### src/design/rvr_pkg.sv
`default_nettype none
package rvr_pkg;

  // Field widths of the channels.
  localparam int IN_W  = 16;
  localparam int OUT_W = 16;
  localparam int LANES = 3;

  // Control that travels with each word from stage to stage.
  typedef struct packed {
    logic valid;
    logic three_d;
  } rvr_ctl_t;

endpackage
`default_nettype wire

### src/design/rvr_front.sv
`default_nettype none
module rvr_front #(
  parameter int SB = 16,
  parameter int OF = 15
) (
  input  wire logic                          clk,
  input  wire logic                          rst,
  input  wire logic                          three_d,
  input  wire logic                          in_valid,
  output logic                               in_ready,
  input  wire logic [rvr_pkg::IN_W-1:0]      raw [rvr_pkg::LANES],
  output rvr_pkg::rvr_ctl_t                  ctl_out,
  input  wire logic                          rdy_dn,
  output logic [2*SB-1:0]                    s_out,
  output logic [2*SB+2*OF+2:0]               r_out [rvr_pkg::LANES],
  output logic                               neg_out [rvr_pkg::LANES]
);
  import rvr_pkg::*;

  localparam int SW = 2 * SB;
  localparam int RW = 2 * SB + 2 * OF + 3;
  localparam logic [SB-1:0] FULL = '1;
  localparam logic [SW+1:0] LIM = (SW + 2)'(FULL) * (SW + 2)'(FULL);

  // Stage A: centered magnitudes squared.
  rvr_ctl_t       ctl_a;
  logic [SW-1:0]  sq_a  [LANES];
  logic           neg_a [LANES];
  logic           rdy_a;
  logic           rdy_b;
  logic [SB-1:0]  smp   [LANES];
  logic [SB:0]    dbl   [LANES];
  logic [SB-1:0]  mag   [LANES];
  logic [SW+1:0]  sum;
  logic           accept;

  assign rdy_b    = !ctl_out.valid || rdy_dn;
  assign rdy_a    = !ctl_a.valid || rdy_b;
  assign in_ready = rdy_a;

  always_comb begin
    for (int k = 0; k < LANES; k++) begin
      smp[k] = SB'(raw[k]);
      dbl[k] = {smp[k], 1'b0};
      if (dbl[k] >= {1'b0, FULL}) begin
        mag[k] = SB'(dbl[k] - {1'b0, FULL});
      end else begin
        mag[k] = SB'({1'b0, FULL} - dbl[k]);
      end
    end
  end

  always_ff @(posedge clk) begin
    if (rst) begin
      ctl_a <= '0;
    end else if (rdy_a) begin
      ctl_a.valid   <= in_valid;
      ctl_a.three_d <= three_d;
    end
    if (rdy_a) begin
      for (int k = 0; k < LANES; k++) begin
        sq_a[k]  <= SW'(mag[k]) * SW'(mag[k]);
        neg_a[k] <= dbl[k] < {1'b0, FULL};
      end
    end
  end

  // Stage B: norm, acceptance window, and the scaled target per lane.
  always_comb begin
    sum = (SW + 2)'(sq_a[0]) + (SW + 2)'(sq_a[1]);
    if (ctl_a.three_d) begin
      sum = sum + (SW + 2)'(sq_a[2]);
    end
    accept = ({sum, 2'b00} >= {2'b00, LIM}) && (sum <= LIM);
  end

  always_ff @(posedge clk) begin
    if (rst) begin
      ctl_out <= '0;
    end else if (rdy_b) begin
      ctl_out.valid   <= ctl_a.valid && accept;
      ctl_out.three_d <= ctl_a.three_d;
    end
    if (rdy_b) begin
      s_out <= SW'(sum);
      for (int k = 0; k < LANES; k++) begin
        r_out[k]   <= RW'(sq_a[k]) << (2 * OF);
        neg_out[k] <= neg_a[k];
      end
    end
  end
endmodule
`default_nettype wire

### config.mk
export PLATFORM = sky130hd
export DESIGN_NAME = rvr_front
export DESIGN_NICKNAME = d
export VERILOG_FILES = /design/src/design/rvr_pkg.sv /design/src/design/rvr_front.sv
export SDC_FILE = /design/constraint.sdc
export NUM_CORES = 2
export LEC_CHECK = 0
export BUFFER_PORTS_ARGS = -buffer_cell sky130_fd_sc_hd__buf_2
export CORE_MARGIN = 3
export CORE_UTILIZATION = 45
export CTS_CLUSTER_DIAMETER = 200
export CTS_CLUSTER_SIZE = 28
export DETAILED_ROUTE_END_ITERATION = 10
export GPL_TIMING_DRIVEN = 0
export PLACE_DENSITY = 0.75
export SLEW_MARGIN = 10
export SYNTH_ARGS = -nofsm -noshare
export SYNTH_HDL_FRONTEND = slang
export SYNTH_SLANG_ARGS = --single-unit
export TNS_END_PERCENT = 30
### constraint.sdc
create_clock -name clk -period 8.25 [get_ports clk]
set_input_delay 1.2375 -clock clk [delete_from_list [all_inputs] [get_ports clk]]
set_output_delay 1.2375 -clock clk [all_outputs]
set_load 0.02 [all_outputs]
==> impl_metrics.yaml <==
status:
  status: "complete, no violations"
global_route:
  grt_pass1_wl_um: 122000
  grt_max_degree: 63
  grt_pass1_vias: 23900
  grt_overflow: 0
  grt_usage: 0.209
  antenna_found_initial: 3
clock_network:
  cts_buffers: 11
  path_clk_slew_ns: 0.12
  htree_levels: 1
  cts_hold_buf: 0
  insertion_delay_ns: 0.50
  cts_sinks: 214
  cts_root_buf: "clkbuf_16"
  clock_path_buffers: 3
  cts_tree: "done"
synth:
  async_flop_share: 0
  yosys_warnings: 0
  syn_inst: 3238
  synth_top_area_cell: "fa_1"
  yosys-top-cells-area: "fa_1 (31%), edfxtp_1 (20%), ha_1 (13%)"
  yosysMostFrequentCell: "inv_1"
  synthDominantCellAreaShare: 0.312
  ys_ff_latch: 214
  syn-cell-area_um2: 31800
  seq_area_frac_synth: 0.201
  ys.flop_type: "edfxtp_1"
  synth_edf_count: 210
  synth_common_cells: "inv_1 (752), fa_1 (496), ha_1 (341)"
  avgSynthCellArea_um2: 9.81
  yosysUniqueCellTypes: 79
timing:
  worst_slew_pin_slew_ns: 1.03
  fin_ws_ns: 0.241
  hold_violations: 0
  slew_headroom: 0.309
  drv_slew: 0
  fmax_ghz: 0.125
  period_share: 0.971
  fin_crit_ns: 8.01
  clock_skew_ns: 0.0368
  final-setup-viol-count: 0
critical_path:
  cp.required_ns: 8.50
  path_class: "input pin to register"
  cp-start-kind: "input pin"
  endpoint_kind: "register"
  critPathMaxFanout: 12
  arrival_ns: 8.26
floorplan:
  coreArea_um2: 69300
  die_area_um2: 73800
  fp-row-count: 96
  die_x_um: 272
  die_height_um: 272
  pin_count: 286
  start_util: 0.459
cells_and_area:
  multiInputGateArea_um2: 22500
  utilization: 0.513
  layout-drive-gt1-share: 0.127
  nNetsFinal: 4447
  regArea_um2: 6390
  area_growth_pct: 11.9
  fillers: 6199
drt:
  first_pass_iters: 8
  drt_iter0_drc: 1558
  drc: 0
  via_count: 22900
  drt_wl_total_um: 76600
  via_per_inst: 5.10
  wl_per_cell_um: 17.1
  ant_nets: 0
placed_design:
  dpl_worst_slack_ns: -1.43
  hpwl_um: 63800
  portBuffers: 172
  gp_congestion: 0.944
min_path:
  min_path_type: "register to register"
run:
  cap_violations: 0
==> logic make-up after synthesis <==
group                      after synthesis  share of synthesized area
AOI/OAI and AO/OA                      400                     0.0809
xor gates and xnor gates               194                     0.0535
adders and majority gates              837                      0.447
buffers and inverters                  936                      0.124
DFF                                    214                      0.201
muxes                                   25                    0.00850
other                                    2                   0.000236
and+or+nand+nor                        630                     0.0850
==> timing repair <==
item | CTS | global route
resized for setup | 74 | 65
endpoints found under the setup margin | 34 | 20
setup buffers | 0 | 27
pin swaps | 0 | 7
==> through the flow <==
step           hold WS [ns]  instance area, µm²  setup TNS [ns]  cells
2_1_floorplan         0.400               32200          -0.119   3347
3_3_place_gp          0.401               34200          -31.85   4450
3_5_place_dp          0.408               34300          -35.89   4452
4_1_cts               0.439               35000               0   4463
5_1_grt               0.462               35500          -0.110   4489
6_report              0.436               35500               0   4490
==> area by class of cell <==
class | count | area share
clock buffers | 13 | 0.00796
well taps | 931 | 0.0328
multi-input cells | 2197 | 0.633
diodes | 1 | 0.0000704
inverters | 772 | 0.0828
flip-flops and latches | 214 | 0.180
repair buffers | 201 | 0.0318
plain buffers | 160 | 0.0312
clock inverters | 1 | 0.000317
==> flip-flops by register name, indices dropped and copies added, names as in the netlist <==
| register | flops |
|---|---|
| neg_out | 3 |
| ctl_a | 2 |
| s_out | 30 |
| ctl_out | 2 |
| neg_a | 3 |
| r_out | 87 |
| sq_a | 87 |
==> placed cells by master, fill, tap and decap left out, types with 18 or more instances in the layout <==
master | synthesis | layout
a21o_1 | 65 | 65
nor3_1 | 19 | 18
ha_1 | 341 | 341
a21oi_1 | 136 | 134
conb_1 | 2 | 111
buf_4 | 110 | 138
nand4_1 | 18 | 18
xnor2_1 | 132 | 109
edfxtp_1 | 210 | 210
o21a_1 | 23 | 23
inv_1 | 752 | 747
nand3_1 | 24 | 24
fa_1 | 496 | 496
nand2_1 | 243 | 242
xor2_1 | 62 | 48
o21ai_0 | 54 | 53
clkbuf_1 | 42 | 23
nor2_1 | 252 | 251
buf_2 | 8 | 182
==> final timing paths <==
path	startpoint	endpoint	slack [ns]	depth (start not counted)
hold / removal	neg_a[0][2]	neg_out[0]	0.44	0
hold reg to reg	neg_a[0][2]	neg_out[0]	0.44	0
setup reg to reg	sq_a[0][4]	ctl_out[1]	2.15	19
setup / recovery	raw[31]	sq_a[0][63]	0.24	28
==> metal layers <==
metal / track usage / vias up / share of wire
met1: 0.278 / 11300 / 0.42
met4: 0.0826 / 0 / 0.044
met3: 0.0293 / 152 / 0.065
met5: 0 / - / 0
li1: - / 10600 / -
met2: 0.346 / 798 / 0.47
==> worst max-delay path, stage by stage <==
cell and delay [ns]:
buf_4 0.25, buf_8 0.26, xor2_4 0.12, inv_1 0.11, buf_2 0.31, nand2_1 0.19, fa_1 0.54, fa_1 0.50
inv_1 0.05, fa_1 0.51, inv_1 0.06, fa_1 0.52, inv_1 0.05, fa_1 0.48, inv_1 0.05, fa_1 0.47
inv_1 0.04, ha_1 0.35, o21a_1 0.16, o21ai_0 0.08, or4b_2 0.67, a21oi_1 0.24, nor2_1 0.13, o211ai_1 0.23
a31oi_1 0.20, o221ai_1 0.20, a21oi_1 0.11, xnor2_1 0.15
Power is not shown: default switching activity piles up to over one toggle a cycle in this logic, so the estimate is an artifact.
