[config.mk]
export PLATFORM = sky130hd
export DESIGN_NAME = rvr_cell
export DESIGN_NICKNAME = d
export VERILOG_FILES = /design/src/design/rvr_pkg.sv /design/src/design/rvr_cell.sv
export SDC_FILE = /design/constraint.sdc
export NUM_CORES = 1
export LEC_CHECK = 0
export CAP_MARGIN = 20
export CELL_PAD_IN_SITES_DETAIL_PLACEMENT = 1
export CELL_PAD_IN_SITES_GLOBAL_PLACEMENT = 1
export CORE_AREA = 2 2 333 335
export DETAILED_ROUTE_END_ITERATION = 7
export DIE_AREA = 0 0 335 337
export DONT_BUFFER_PORTS = 1
export PLACE_DENSITY_LB_ADDON = 0.1
export SLEW_MARGIN = 20
export SYNTH_ARGS = -nofsm -noshare
export SYNTH_HDL_FRONTEND = slang
export SYNTH_SLANG_ARGS = --single-unit
[constraint.sdc]
create_clock -name clk -period 40.5 [get_ports clk]
set_input_delay 10.125 -clock clk [delete_from_list [all_inputs] [get_ports clk]]
set_output_delay 10.125 -clock clk [all_outputs]
set_load 0.005 [all_outputs]
[src/design/rvr_pkg.sv]
`default_nettype none
package rvr_pkg;

  // Field widths of the channels.
  localparam int IN_W  = 16;
  localparam int OUT_W = 16;
  localparam int LANES = 3;

  // Control that travels with each word from stage to stage.
  typedef struct packed {
    logic valid;
    logic three_d;
  } rvr_ctl_t;

endpackage
`default_nettype wire

[src/design/rvr_cell.sv]
`default_nettype none
module rvr_cell #(
  parameter int SB  = 16,
  parameter int OF  = 15,
  parameter int BIT = 0
) (
  input  wire logic                    clk,
  input  wire logic                    rst,
  input  wire rvr_pkg::rvr_ctl_t       ctl_in,
  output logic                         rdy_up,
  input  wire logic [2*SB-1:0]         s_in,
  input  wire logic [2*SB+2*OF+2:0]    r_in   [rvr_pkg::LANES],
  input  wire logic [2*SB+OF:0]        ms_in  [rvr_pkg::LANES],
  input  wire logic [OF:0]             m_in   [rvr_pkg::LANES],
  input  wire logic                    neg_in [rvr_pkg::LANES],
  output rvr_pkg::rvr_ctl_t            ctl_out,
  input  wire logic                    rdy_dn,
  output logic [2*SB-1:0]              s_out,
  output logic [2*SB+2*OF+2:0]         r_out   [rvr_pkg::LANES],
  output logic [2*SB+OF:0]             ms_out  [rvr_pkg::LANES],
  output logic [OF:0]                  m_out   [rvr_pkg::LANES],
  output logic                         neg_out [rvr_pkg::LANES]
);
  import rvr_pkg::*;

  localparam int RW = 2 * SB + 2 * OF + 3;
  localparam int MW = 2 * SB + OF + 1;

  // Trying bit BIT of m: (m + 2^b)^2*S - m^2*S = (m*S << (b+1)) + (S << 2b).
  // r holds c^2*2^(2F) - m^2*S and ms holds m*S, so no multiplier is needed.
  logic [RW-1:0] d    [LANES];
  logic          take [LANES];

  assign rdy_up = !ctl_out.valid || rdy_dn;

  always_comb begin
    for (int k = 0; k < LANES; k++) begin
      d[k]    = (RW'(ms_in[k]) << (BIT + 1)) + (RW'(s_in) << (2 * BIT));
      take[k] = d[k] <= r_in[k];
    end
  end

  always_ff @(posedge clk) begin
    if (rst) begin
      ctl_out <= '0;
    end else if (rdy_up) begin
      ctl_out <= ctl_in;
    end
    if (rdy_up) begin
      s_out <= s_in;
      for (int k = 0; k < LANES; k++) begin
        neg_out[k] <= neg_in[k];
        if (take[k]) begin
          r_out[k]  <= r_in[k] - d[k];
          ms_out[k] <= ms_in[k] + (MW'(s_in) << BIT);
          m_out[k]  <= m_in[k] | ((OF + 1)'(1) << BIT);
        end else begin
          r_out[k]  <= r_in[k];
          ms_out[k] <= ms_in[k];
          m_out[k]  <= m_in[k];
        end
      end
    end
  end
endmodule
`default_nettype wire

==> out/results.txt, run 1 <==
Status - finished clean
Initial core utilization - 32.7%
Ports - 852
Setup WS post-layout - 19.88 ns
Net Count, Synth - 4774
Worst path slowest cell - nand2b_4
GRT overflow - 0
Hold crit path type - flip-flop to flip-flop
Slew @ Worst Pin - 1.04 ns
Clock sink count - 424
TritonCTS clock tree - built
HPWL Detailed - 121 mm
DRT iter0 DRCs - 1552
Clock period minus worst slack - 20.62 ns
Hold Violations, Final - 0
Ys Warns - 0
Site Rows - 122
Share of power burned in combinational logic - 31.9%
Most used flip-flop cell after synthesis - edfxtp_1
Final non-filler cell total - 5404
Max Freq - 48.5 MHz
Tot Pwr - 1.76 mW
Antenna violations before repair - 17
Dpl ws - 19.87 ns
Final #Nets - 4702
CTS clk-pin slew, worst paths - 0.06 ns
Routed vias - 29900
Die W - 335 um
CP max FO - 20
Switching share of power - 36.0%
Vias per cell - 5.54
Post-synth EDFFs - 422
Post-synthesis cell area - 35900 um^2
Clock Path Buffers - 3
Worst Path Arrival - 10.49 ns
TritonCTS Buffers - 53
Sequential fraction of the synthesis area - 35.4%
Core box area - 110000 um^2
Yosys reg bits - 424
Routability congestion estimate - 0.884
Slew Limit Fails - 0
Clock Latency Late Sink - 0.64 ns
Unrepaired setup endpoints after global routing - false
Met1 Usage GRT - 27.7%
Yosys cell types - 98
H-tree depth - 2
Worst path top cell family by delay - simple AND/OR/NAND/NOR gates
Total Wirelength - 146 mm
VDD IR max - 30.4 uV
Drt pass-1 iters - 5
MaxCap Viol Count - 0
Syn-to-layout area delta - 8.89%
Most frequent cell after synthesis - a21oi_1
M3 GR Usage - 9.14%
ANT nets after route - 0
First-pass GRT wire length - 209 mm
Vias in the first global route - 30700
Sequential share of power - 39.6%
Drt wl/cell - 27.0 um
GRT busiest layer - met2
Setup crit end kind - primary output
Fraction of registers with async set/reset - 0%
Yosys top cell area share - 35.3%
Power per Cell Area - 45.0 nW/um^2
Die area - 113000 um^2
Slew Limit Headroom - 29.6%
Worst EP required - 30.38 ns
Tcrit/Tclk final - 50.9%
IO buf count - 0
Synth top area cells - edfxtp_1, ha_1, a21oi_1
Placed cell count - 5298
Static leakage - 15.4 nW
Met2 Usage GRT - 43.5%
DRC viols - 0
Postcts setup bufs - 0
Die Span Y - 337 um
Commonest cells in the netlist - a21oi_1, edfxtp_1, nand2_1
Final setup violating endpoints - 0
Psw - 633 uW
Pint - 1.12 mW
Post-cts hold buffer count - 0
Setup tns final - 0 ns
Synth Area per Inst - 8.97 um^2
Max Clock Skew - 0.0166 ns
Synth area leader - edfxtp_1
Worst path cell trace - nand2b_4
Syn Inst Count - 3999
Resized cells post-CTS - 0
Share of layout cells above drive strength 1 - 4.46%
Clock root cell - clkbuf_16
Crit-path max cell delay - 0.35 ns
Crit path buf inv count - 0
Clock share of power - 28.5%
Critical path class - input port to primary output
GRT Util Overall - 24.9%
Startpoint types - input port
Largest net degree at the start of global routing - 108
[power by group through the flow]
stage	Clock [mW]	Sequential [mW]	Combinational, mW
after floorplan	0	0.664	0.420
after global placement	0	0.711	0.558
after detailed placement	0	0.708	0.558
after CTS	0.516	0.702	0.564
after global routing	0.527	0.707	0.628
final	0.500	0.697	0.561
[layout make-up]
class	count	area, um^2
clock buffers	63	1410
repair buffers	19	155
well taps	1426	1780
fillers	12700	70600
inverters	112	420
clock inverters	37	383
diodes	6	15.0
multi-input cells	3317	22200
flip-flops and latches	424	12700
[registers in the layout (all words and copies together), names as in the netlist]
| register | flops |
|---|---|
| r_out | 195 |
| ms_out | 144 |
| m_out | 48 |
| s_out | 32 |
| neg_out | 3 |
| ctl_out | 2 |
[cells by family (layout without fill, tap and decap cells)]
group | Yosys count | in the layout | synth area share, %
adders and majority gates | 348 | 348 | 12.3
DFF | 424 | 424 | 35.4
xor gates and xnor gates | 430 | 430 | 10.5
muxes | 11 | 11 | 0.338
buffers and inverters | 258 | 231 | 2.84
other | 0 | 6 | 0
and+or+nand+nor | 1260 | 1260 | 16.3
AOI/OAI and AO/OA | 1268 | 1268 | 22.2
[per-layer routing]
metal	vias to the layer above	part of all wire [%]
met4	0	3.7
met5	-	0
li1	14600	-
met1	14300	38
met2	804	49
met3	172	9.1
[final timing paths]
path                                         startpoint                      end  depth (start not counted)  slack, ns
worst max register to register  ctl_out[1]$_SDFFE_PP0P_     ms_out[45]$_DFFE_PP_                          4      37.39
worst min register to register  ctl_out[0]$_SDFFE_PP0P_  ctl_out[0]$_SDFFE_PP0P_                          2       0.54
worst max-delay path                             rdy_dn                   rdy_up                          1      19.88
worst min-delay path            ctl_out[0]$_SDFFE_PP0P_  ctl_out[0]$_SDFFE_PP0P_                          2       0.54
[through the flow]
stage / instance area [um^2] / util, % / hold WS (ns)
2_1_floorplan: 35900 / - / 0.486
4_1_cts: 39000 / 35.6 / 0.552
6_report: 39000 / 35.6 / 0.543
5_1_grt: 39000 / 35.6 / 0.595
3_3_place_gp: 37200 / 34.0 / 0.525
3_5_place_dp: 37200 / 34.0 / 0.539
[placed cells by master (no fill, tap or decap), types with 9 or more instances in the layout]
cell	n
o21ai_1	16
a21boi_0	9
a211oi_1	15
or4_1	11
nor4_1	23
or3_1	35
fa_1	9
clkbuf_16	55
a31oi_1	31
xnor2_1	221
a21o_1	202
buf_4	18
o21bai_1	52
ha_1	339
o21ai_0	277
o31ai_1	35
o21a_1	48
nand2b_1	40
xor2_1	209
inv_1	112
o211ai_1	13
and3_1	37
nand3_1	74
a21oi_1	435
edfxtp_1	422
and4_1	11
nand2_1	415
nor2_1	377
and2_1	16
nand4_1	75
or2_2	12
nor3_1	62
nor2b_1	36
a211o_1	10
[tightest hold or removal path: cells and delay by family, from the launching register on]
| family | cells | cell delay, ns |
|---|---|---|
| DFF | 1 | 0.33 |
| muxes | 1 | 0.12 |
| and+or+nand+nor | 1 | 0.05 |
Note: power is estimated with default switching activity, not from simulation.
==> run 2: changes to the inputs <==
--- a/config.mk
+++ b/config.mk
@@ -8,9 +8,9 @@
 export CAP_MARGIN = 20
 export CELL_PAD_IN_SITES_DETAIL_PLACEMENT = 1
 export CELL_PAD_IN_SITES_GLOBAL_PLACEMENT = 1
-export CORE_AREA = 2 2 333 335
+export CORE_AREA = 2 2 336 338
 export DETAILED_ROUTE_END_ITERATION = 7
-export DIE_AREA = 0 0 335 337
+export DIE_AREA = 0 0 338 340
 export DONT_BUFFER_PORTS = 1
 export PLACE_DENSITY_LB_ADDON = 0.1
 export SLEW_MARGIN = 20
==> constraint.sdc (replaced) <==
create_clock -name clk -period 20.3 [get_ports clk]
set_input_delay 5.075 -clock clk [delete_from_list [all_inputs] [get_ports clk]]
set_output_delay 5.075 -clock clk [all_outputs]
set_load 0.005 [all_outputs]
==> out/results.txt, run 2 (same netlist as run 1, synthesis figures left out) <==
Max reg flops - 195 (unchanged)
Final non-filler cell total - 5469 (was 5404)
Largest Register - r_out (unchanged)
Site Rows - 123 (was 122)
Power per Cell Area - 90.5 nW/um^2 (was 45.0 nW/um^2)
Hold Violations, Final - 0 (unchanged)
Status - finished clean (unchanged)
First-pass GRT wire length - 212 mm (was 209 mm)
Clock share of power - 29.1% (was 28.5%)
Startpoint types - input port (unchanged)
Share of layout cells above drive strength 1 - 4.39% (was 4.46%)
Static leakage - 15.4 nW (about the same)
Routability congestion estimate - 0.891 (was 0.884)
Syn-to-layout area delta - 9.19% (was 8.89%)
Met1 Usage GRT - 28.0% (was 27.7%)
Setup tns final - 0 ns (unchanged)
Vias in the first global route - 30800 (was 30700)
M3 GR Usage - 8.35% (was 9.14%)
Final setup violating endpoints - 0 (unchanged)
Tot Pwr - 3.54 mW (was 1.76 mW)
Post-cts hold buffer count - 0 (unchanged)
Psw - 1.26 mW (was 633 uW)
Switching share of power - 35.6% (was 36.0%)
DRC viols - 0 (unchanged)
Worst Path Arrival - 12.40 ns (was 10.49 ns)
Clock sink count - 424 (unchanged)
Core box area - 112000 um^2 (was 110000 um^2)
Setup crit end kind - flip-flop (was primary output)
Clock Latency Late Sink - 0.67 ns (was 0.64 ns)
Die area - 115000 um^2 (was 113000 um^2)
GRT overflow - 0 (unchanged)
Max Freq - 84.1 MHz
Critical path class - input port to flip-flop (was input port to primary output)
Total Wirelength - 148 mm (was 146 mm)
Most common cell after layout, fill and taps aside - a21oi_1 (unchanged)
Die W - 338 um (was 335 um)
Clock Path Buffers - 3 (unchanged)
Met2 Usage GRT - 44.5% (was 43.5%)
Share of power burned in combinational logic - 31.6% (was 31.9%)
Largest net degree at the start of global routing - 95 (was 108)
Regs by FF count - r_out (195), ms_out (144), m_out (48) (unchanged)
Sequential share of power - 39.2% (was 39.6%)
Die Span Y - 340 um (was 337 um)
Slew Limit Headroom - 32.3% (was 29.6%)
Worst EP required - 20.81 ns (was 30.38 ns)
Routed vias - 29900 (about the same)
DRT iter0 DRCs - 1470 (was 1552)
Placed cell count - 5369 (was 5298)
GRT busiest layer - met2 (unchanged)
Clock root cell - clkbuf_16 (unchanged)
VDD IR max - 63.2 uV (was 30.4 uV)
Drt pass-1 iters - 7 (was 5)
GRT Util Overall - 24.9% (about the same)
Slew Limit Fails - 0 (unchanged)
Antenna violations before repair - 18 (was 17)
MaxCap Viol Count - 0 (unchanged)
Unrepaired setup endpoints after global routing - false (unchanged)
Hold crit path type - flip-flop to flip-flop (unchanged)
HPWL Detailed - 123 mm (was 121 mm)
H-tree depth - 2 (unchanged)
ANT nets after route - 0 (unchanged)
Clock period minus worst slack - 11.89 ns
CP max FO - 82 (was 20)
Vias per cell - 5.47 (was 5.54)
TritonCTS clock tree - built (unchanged)
CTS clk-pin slew, worst paths - 0.06 ns (about the same)
Final #Nets - 4701 (was 4702)
Tcrit/Tclk final - 58.6%
TritonCTS Buffers - 55 (was 53)
Max Clock Skew - 0.0187 ns (was 0.0166 ns)
Drt wl/cell - 27.0 um (about the same)
Pint - 2.28 mW (was 1.12 mW)
Placement-stage cell area - 37300 um^2 (was 37200 um^2)
IO buf count - 0 (unchanged)
Final Instance Area - 39200 um^2 (was 39000 um^2)
Resized cells post-CTS - 0 (unchanged)
Ports - 852 (unchanged)
Commonest cells after routing, fill and taps aside - a21oi_1, edfxtp_1, nand2_1 (unchanged)
Postcts setup bufs - 0 (unchanged)
Slew @ Worst Pin - 1.01 ns (was 1.04 ns)
Initial core utilization - 32.1% (was 32.7%)
Final core occ - 35.1% (was 35.6%)
[run 2: final timing paths]
check / slack, ns / cells after the start / startpoint / end
min: 0.54 / 2 / ctl_out[0]$_SDFFE_PP0P_ / ctl_out[0]$_SDFFE_PP0P_
min reg2reg: 0.54 / 2 / ctl_out[0]$_SDFFE_PP0P_ / ctl_out[0]$_SDFFE_PP0P_
max reg2reg: 16.79 / 4 / ctl_out[1]$_SDFFE_PP0P_ / m_out[2]$_DFFE_PP_
max: 8.41 / 26 / s_in[2] / ms_out[0]$_DFFE_PP_
[run 2: final cells by class]
type | count | area, um^2
clock buffers | 66 | 1460
diodes | 1 | 2.50
well taps | 1500 | 1880
multi-input cells | 3317 | 22200
repair buffers | 16 | 120
fillers | 12900 | 72400
clock inverters | 33 | 394
flip-flops and latches | 424 | 12700
inverters | 112 | 420
[run 2: stage by stage]
| step | hold slack [ns] | setup slack (ns) |
|---|---|---|
| after floorplan | 0.486 | 0.000764 |
| after global placement | 0.523 | 7.87 |
| after detailed placement | 0.532 | 7.71 |
| after CTS | 0.545 | 8.38 |
| after global routing | 0.571 | 7.85 |
| final | 0.544 | 8.41 |
[run 2: critical path, cell delays in order]
cell and delay (ns):
inv_1 0.18, fa_1 0.52, nor2b_1 0.13, o21ai_0 0.13, a21boi_1 0.23, o31a_1 0.17
o21ai_1 0.11, a31o_2 0.27, a31oi_1 0.15, buf_4 0.18, a211o_1 0.15, a31oi_1 0.08
nor2b_1 0.62, nand3_1 0.24, ha_1 0.52, and2_1 0.35, nand3_1 0.18, nor3_1 0.33
nand3_1 0.15, nor3_1 0.50, o311ai_0 0.23, nand3_1 0.28, or2_4 0.36, buf_4 0.73
nand2_1 0.25, nand2_1 0.13
[run 2: power by group through the flow]
stage	registers, mW	clock network, mW	logic [mW]
3_3_place_gp	1.42	0	1.12
6_report	1.39	1.03	1.12
4_1_cts	1.40	1.06	1.13
2_1_floorplan	1.33	0	0.838
3_5_place_dp	1.41	0	1.12
5_1_grt	1.41	1.09	1.25
[run 2: routing by layer]
layer  vias up  share of wire, %
met2       775                50
met1     14400                39
met5         -             0.028
met4         6               2.6
met3       137               8.2
li1      14600                 -
